[src/sha2wc_pkg.sv]
package sha2wc_pkg;

    localparam int ROUNDS = 64;

    localparam logic [31:0] IV_TABLE [8] = '{
        32'h6a09e667, 32'hbb67ae85, 32'h3c6ef372, 32'ha54ff53a,
        32'h510e527f, 32'h9b05688c, 32'h1f83d9ab, 32'h5be0cd19
    };

    localparam logic [31:0] K_TABLE [64] = '{
        32'h428a2f98, 32'h71374491, 32'hb5c0fbcf, 32'he9b5dba5,
        32'h3956c25b, 32'h59f111f1, 32'h923f82a4, 32'hab1c5ed5,
        32'hd807aa98, 32'h12835b01, 32'h243185be, 32'h550c7dc3,
        32'h72be5d74, 32'h80deb1fe, 32'h9bdc06a7, 32'hc19bf174,
        32'he49b69c1, 32'hefbe4786, 32'h0fc19dc6, 32'h240ca1cc,
        32'h2de92c6f, 32'h4a7484aa, 32'h5cb0a9dc, 32'h76f988da,
        32'h983e5152, 32'ha831c66d, 32'hb00327c8, 32'hbf597fc7,
        32'hc6e00bf3, 32'hd5a79147, 32'h06ca6351, 32'h14292967,
        32'h27b70a85, 32'h2e1b2138, 32'h4d2c6dfc, 32'h53380d13,
        32'h650a7354, 32'h766a0abb, 32'h81c2c92e, 32'h92722c85,
        32'ha2bfe8a1, 32'ha81a664b, 32'hc24b8b70, 32'hc76c51a3,
        32'hd192e819, 32'hd6990624, 32'hf40e3585, 32'h106aa070,
        32'h19a4c116, 32'h1e376c08, 32'h2748774c, 32'h34b0bcb5,
        32'h391c0cb3, 32'h4ed8aa4a, 32'h5b9cca4f, 32'h682e6ff3,
        32'h748f82ee, 32'h78a5636f, 32'h84c87814, 32'h8cc70208,
        32'h90befffa, 32'ha4506ceb, 32'hbef9a3f7, 32'hc67178f2
    };

    // working variables a..h at v[0]..v[7], schedule window w[0] is this round's word
    typedef struct packed {
        logic [2:0]        sel;
        logic [7:0][31:0]  v;
        logic [15:0][31:0] w;
    } t_stage;

    function automatic logic [31:0] rotr(input logic [31:0] x, input int n);
        rotr = (x >> n) | (x << (32 - n));
    endfunction

    function automatic logic [31:0] big_sigma0(input logic [31:0] x);
        big_sigma0 = rotr(x, 2) ^ rotr(x, 13) ^ rotr(x, 22);
    endfunction

    function automatic logic [31:0] big_sigma1(input logic [31:0] x);
        big_sigma1 = rotr(x, 6) ^ rotr(x, 11) ^ rotr(x, 25);
    endfunction

    function automatic logic [31:0] small_sigma0(input logic [31:0] x);
        small_sigma0 = rotr(x, 7) ^ rotr(x, 18) ^ (x >> 3);
    endfunction

    function automatic logic [31:0] small_sigma1(input logic [31:0] x);
        small_sigma1 = rotr(x, 17) ^ rotr(x, 19) ^ (x >> 10);
    endfunction

    function automatic logic [31:0] choose(input logic [31:0] e, input logic [31:0] f,
                                           input logic [31:0] g);
        choose = (e & f) ^ (~e & g);
    endfunction

    function automatic logic [31:0] majority(input logic [31:0] a, input logic [31:0] b,
                                             input logic [31:0] c);
        majority = (a & b) ^ (a & c) ^ (b & c);
    endfunction

endpackage

[src/sha2wc_round.sv]
module sha2wc_round (
    input  logic               i_clk,
    input  logic               i_rst_n,
    input  logic               i_en,
    input  logic [31:0]        i_k,
    input  logic               i_valid,
    input  sha2wc_pkg::t_stage i_stage,
    output logic               o_valid,
    output sha2wc_pkg::t_stage o_stage
);

    logic               r_valid;
    sha2wc_pkg::t_stage r_stage;
    sha2wc_pkg::t_stage n_stage;
    logic [31:0]        t1;
    logic [31:0]        t2;

    always_comb begin
        t1 = i_stage.v[7] + sha2wc_pkg::big_sigma1(i_stage.v[4])
           + sha2wc_pkg::choose(i_stage.v[4], i_stage.v[5], i_stage.v[6])
           + i_k + i_stage.w[0];
        t2 = sha2wc_pkg::big_sigma0(i_stage.v[0])
           + sha2wc_pkg::majority(i_stage.v[0], i_stage.v[1], i_stage.v[2]);

        n_stage.sel  = i_stage.sel;
        n_stage.v[7] = i_stage.v[6];
        n_stage.v[6] = i_stage.v[5];
        n_stage.v[5] = i_stage.v[4];
        n_stage.v[4] = i_stage.v[3] + t1;
        n_stage.v[3] = i_stage.v[2];
        n_stage.v[2] = i_stage.v[1];
        n_stage.v[1] = i_stage.v[0];
        n_stage.v[0] = t1 + t2;

        // slide the schedule window and append the word sixteen rounds ahead
        for (int j = 0; j < 15; j++) begin
            n_stage.w[j] = i_stage.w[j + 1];
        end
        n_stage.w[15] = sha2wc_pkg::small_sigma1(i_stage.w[14]) + i_stage.w[9]
                      + sha2wc_pkg::small_sigma0(i_stage.w[1]) + i_stage.w[0];
    end

    always_ff @(posedge i_clk) begin
        if (!i_rst_n) begin
            r_valid <= 1'b0;
        end else if (i_en) begin
            r_valid <= i_valid;
        end
    end

    always_ff @(posedge i_clk) begin
        if (i_en) begin
            r_stage <= n_stage;
        end
    end

    assign o_valid = r_valid;
    assign o_stage = r_stage;

endmodule
[config.mk]
export PLATFORM = sky130hd
export DESIGN_NAME = sha2wc_round
export DESIGN_NICKNAME = d
export VERILOG_FILES = /design/src/sha2wc_pkg.sv /design/src/sha2wc_round.sv
export SDC_FILE = /design/constraint.sdc
export NUM_CORES = 1
export LEC_CHECK = 0
export BUFFER_PORTS_ARGS = -buffer_cell sky130_fd_sc_hd__buf_2
export CAP_MARGIN = 30
export CORE_AREA = 5 5 617 619
export DETAILED_ROUTE_END_ITERATION = 6
export DIE_AREA = 0 0 622 624
export SLEW_MARGIN = 20
export SYNTH_ARGS = -nofsm -noshare
export SYNTH_HDL_FRONTEND = slang
export SYNTH_SLANG_ARGS = --single-unit
[constraint.sdc]
create_clock -name i_clk -period 9.1 [get_ports i_clk]
set_clock_uncertainty 0.15 [all_clocks]
set_input_delay 0.91 -clock i_clk [delete_from_list [all_inputs] [get_ports i_clk]]
set_output_delay 0.91 -clock i_clk [all_outputs]
set_load 0.05 [all_outputs]
==> run_results.csv <==
group,metric,value,unit
run_status,status,"finished, final reports clean",
pwr,leakage,24.74,nW
timing,setup_viol,0,
drt,firstDrtPassIters,5,
yosys,syn_area_per_cell,15.00,um2
global_routing,grt_usage,16.98,%
clocking,cts.sinks,772,
worst_setup_path,worst-r2r-setup-slack,8340,ps
drt,drt_wl_total,342800,um
drt,dr.first_iter.drc_count,2094,
clocking,ctsResizeCount,0,
worst_setup_path,crit_path_frequent_cell,"fa_1",
clocking,hold_buffers,392,
yosys,yosysUniqueCellTypes,68,
place,place_hpwl,306000,um
floorplanning,die_w,622,um
worst_setup_path,critPathLaunchType,"primary input",
worst_setup_path,slowest_stage,"fa_1",
timing,max_slew_margin,27.64,%
layout,fillers,41890,
global_routing,grt_pass1_vias,30960,
floorplanning,dieHeight,624,um
run,max-cap-violations,0,
timing,max_freq,126.0,MHz
layout,area_growth,60.80,%
floorplanning,core_area,0.3744,mm2
layout,layout-drive-gt1-share,39.63,%
floorplanning,num_rows,225,
yosys,synth_ff_type,"edfxtp_1",
layout,stdcell_area,0.05954,mm2
worst_setup_path,critPathCaptureType,"flop",
worst_setup_path,path_max_fanout,6,
global_routing,grt_max_degree,159,
clocking,clk_latency,810,ps
clocking,postCtsSetupRepairBufs,0,
timing,slew_violations,0,
clocking,cts_tree,"yes",
pwr,p_per_area,411.0,mW/mm2
worst_hold_path,whs_path_depth,1,
clocking,cts_max_path_buffers,4,
drt,vias,30610,
yosys,ys_seq_area_share,62.58,%
place,place_area,0.05170,mm2
floorplanning,io_pins,1579,
timing,finalSetupTns,0,ps
yosys,synthCells,2469,
drt,ant_nets,0,
worst_setup_path,crit_required,9590,ps
clocking,clk_pin_slew,60,ps
yosys,ys_ff_latch,772,
drt,vias_per_cell,3.129,
yosys,ys_warn_count,0,
timing,fin_crit_sh,87.19,%
clocking,cts-root-buf,"clkbuf_16",
worst_setup_path,worstSetupPathType,"primary input to flop",
floorplanning,start_util,9.889,%
timing,worstMarginPinSlew,1085,ps
clocking,cts_buffers,114,
timing,rsz0062_at_grt,"no",
yosys,syn-num-nets,3587,
worst_setup_path,cp_slowest_stage_delay,770,ps
worst_setup_path,rr_worst_depth,2,
timing,post-route-min-period,7935,ps
clocking,htree_num_levels,3,
global_routing,grt_pass1_wl,409100,um
global_routing,grt.overflow.total,0,
pwr,ir_drop,302.0,uV
place,port_buffers,1578,
drt,avgRoutedWirePerCell,35.04,um
timing,hold_violations,0,
yosys,ys_async_sr_fraction,0,%
drt,drc,0,
worst_hold_path,hold_class,"primary input to flop",
yosys,synth_edf_count,771,
global_routing,antenna_found_initial,259,
yosys,syn-cell-area,0.03703,mm2
layout,fin_nets,5724,
place,gp_congestion,0.9682,
worst_setup_path,critical_path_arrival,8430,ps
floorplanning,dieArea,0.3881,mm2
## synth_stat cells (2+ instances only)
| cell type | count | area, um2 |
|---|---|---|
| clkbuf_1 | 18 | 67.56 |
| o2111ai_1 | 2 | 17.52 |
| mux2i_1 | 22 | 220.2 |
| a221oi_1 | 2 | 17.52 |
| o211ai_1 | 9 | 67.56 |
| nand2b_1 | 15 | 93.84 |
| or2_2 | 2 | 12.51 |
| nand2_1 | 49 | 183.9 |
| o31a_1 | 3 | 26.28 |
| a211o_1 | 3 | 26.28 |
| nand3b_1 | 2 | 15.01 |
| nand3_1 | 11 | 55.05 |
| o31ai_1 | 2 | 15.01 |
| maj3_1 | 3 | 30.03 |
| a31oi_1 | 10 | 62.56 |
| a21boi_0 | 2 | 15.01 |
| fa_1 | 187 | 3744 |
| a41oi_2 | 3 | 48.80 |
| edfxtp_1 | 771 | 23150 |
| inv_1 | 404 | 1516 |
| o21ai_1 | 19 | 95.09 |
| a2111oi_0 | 4 | 35.03 |
| a21oi_2 | 2 | 17.52 |
| and2_1 | 6 | 37.54 |
| a21oi_1 | 94 | 470.5 |
| nor3_1 | 17 | 85.08 |
| ha_1 | 124 | 1551 |
| o21a_1 | 20 | 150.1 |
| a221oi_2 | 3 | 45.04 |
| nand4_1 | 8 | 50.05 |
| and3_1 | 11 | 68.82 |
| nor2_1 | 53 | 198.9 |
| nor2b_1 | 16 | 100.1 |
| xnor2_1 | 244 | 2137 |
| mux2_2 | 11 | 123.9 |
| o21bai_1 | 16 | 120.1 |
| o21ai_0 | 56 | 280.3 |
| xor2_1 | 127 | 1112 |
| a211oi_1 | 6 | 45.04 |
| or3_1 | 3 | 18.77 |
| a21o_1 | 82 | 615.6 |
## power breakdown
part           switching, mW  internal, mW  total, mW
Combinational           9.86          4.96       14.8
Clock                   1.91          2.61       4.52
Sequential             0.127          5.00       5.13
## path summary, 6_finish.rpt
check,startpoint,end
worst max-delay path,i_k[1],o_stage[542]$_DFFE_PP_
worst min-delay path,i_stage[574],o_stage[606]$_DFFE_PP_
worst max register to register,o_valid$_SDFFE_PN0P_,o_valid$_SDFFE_PN0P_
worst min register to register,o_valid$_SDFFE_PN0P_,o_valid$_SDFFE_PN0P_
## logic make-up after synthesis
group,Yosys count,synth area share (%)
AOI/OAI and AO/OA,358,6.444
DFF,772,62.58
buffers and inverters,424,4.302
and+or+nand+nor,196,2.551
muxes,34,0.9597
adders and majority gates,314,14.38
xor gates and xnor gates,371,8.776
## routing by layer
layer	share of wire [%]	vias up	GRT usage, %
met1	33	15170	16.56
met2	56	1807	33.83
met4	3.8	26	4.653
li1	-	13000	-
met5	0.053	-	0
met3	7.6	610	5.371
## sequential cells by signal (all words and copies together), names as in the netlist
signal   cells
o_valid      1
o_stage    771
## per-stage QoR
| step | hold WS, ps | util, % | worst slack, ps | instances | total power, mW |
|---|---|---|---|---|---|
| finish | 123.6 | 15.90 | 1165 | 9782 | 24.47 |
| global route | 45.98 | 15.88 | 807.7 | 9744 | 26.11 |
| CTS | 0.2509 | 15.84 | 1319 | 9687 | 25.05 |
| detailed placement | 396.4 | 13.81 | 330.6 | 9091 | 20.12 |
| global placement | 385.7 | 13.80 | 342.9 | 9085 | 20.09 |
| floorplan | 592.9 | - | 1396 | 2469 | 14.19 |
## cell usage in the layout (no fill, tap or decap), types with 6 or more instances in the layout
master,synthesis,final
nor2b_1,16,16
nand4_1,8,8
o21ai_1,19,19
o21ai_0,56,56
nor2_1,53,53
xor2_1,127,127
mux2i_1,22,20
clkinvlp_4,0,11
clkinv_4,0,10
clkinv_1,0,10
clkbuf_1,18,18
buf_4,0,64
edfxtp_1,771,771
a31oi_1,10,10
nand2_1,49,49
o211ai_1,9,9
ha_1,124,124
o21bai_1,16,16
and2_1,6,6
buf_2,1,1579
nor3_1,17,17
nand2b_1,15,15
dlygate4sd3_1,0,392
a211oi_1,6,6
inv_1,404,404
mux2_2,11,11
a21oi_1,94,94
diode_2,0,94
xnor2_1,244,243
bufinv_16,0,10
clkinv_2,0,16
inv_6,0,11
nand3_1,11,11
a21o_1,82,82
clkbuf_16,0,115
fa_1,187,187
and3_1,11,11
o21a_1,20,20
## area by class of cell
class                   instances  area [um2]  area share, %
flip-flops and latches        772       23170          38.92
repair buffers               2040       12400          20.83
multi-input cells            1273       12290          20.64
well taps                    4994        6248          10.49
clock buffers                 133        2945          4.947
inverters                     405        1520          2.553
clock inverters                71       728.2          1.223
diodes                         94       235.2         0.3951
## worst max-delay path: cells and delay by family
kind                     cells  cell delay (ps)
adder cells (fa/ha/maj)      7             3290
buffers and inverters        6              510
AO/OA/AOI/OAI               12             2820
XOR/XNOR                     2              280
AND/OR/NAND/NOR              4              600
No activity file was read; power rests on OpenSTA's default activity.
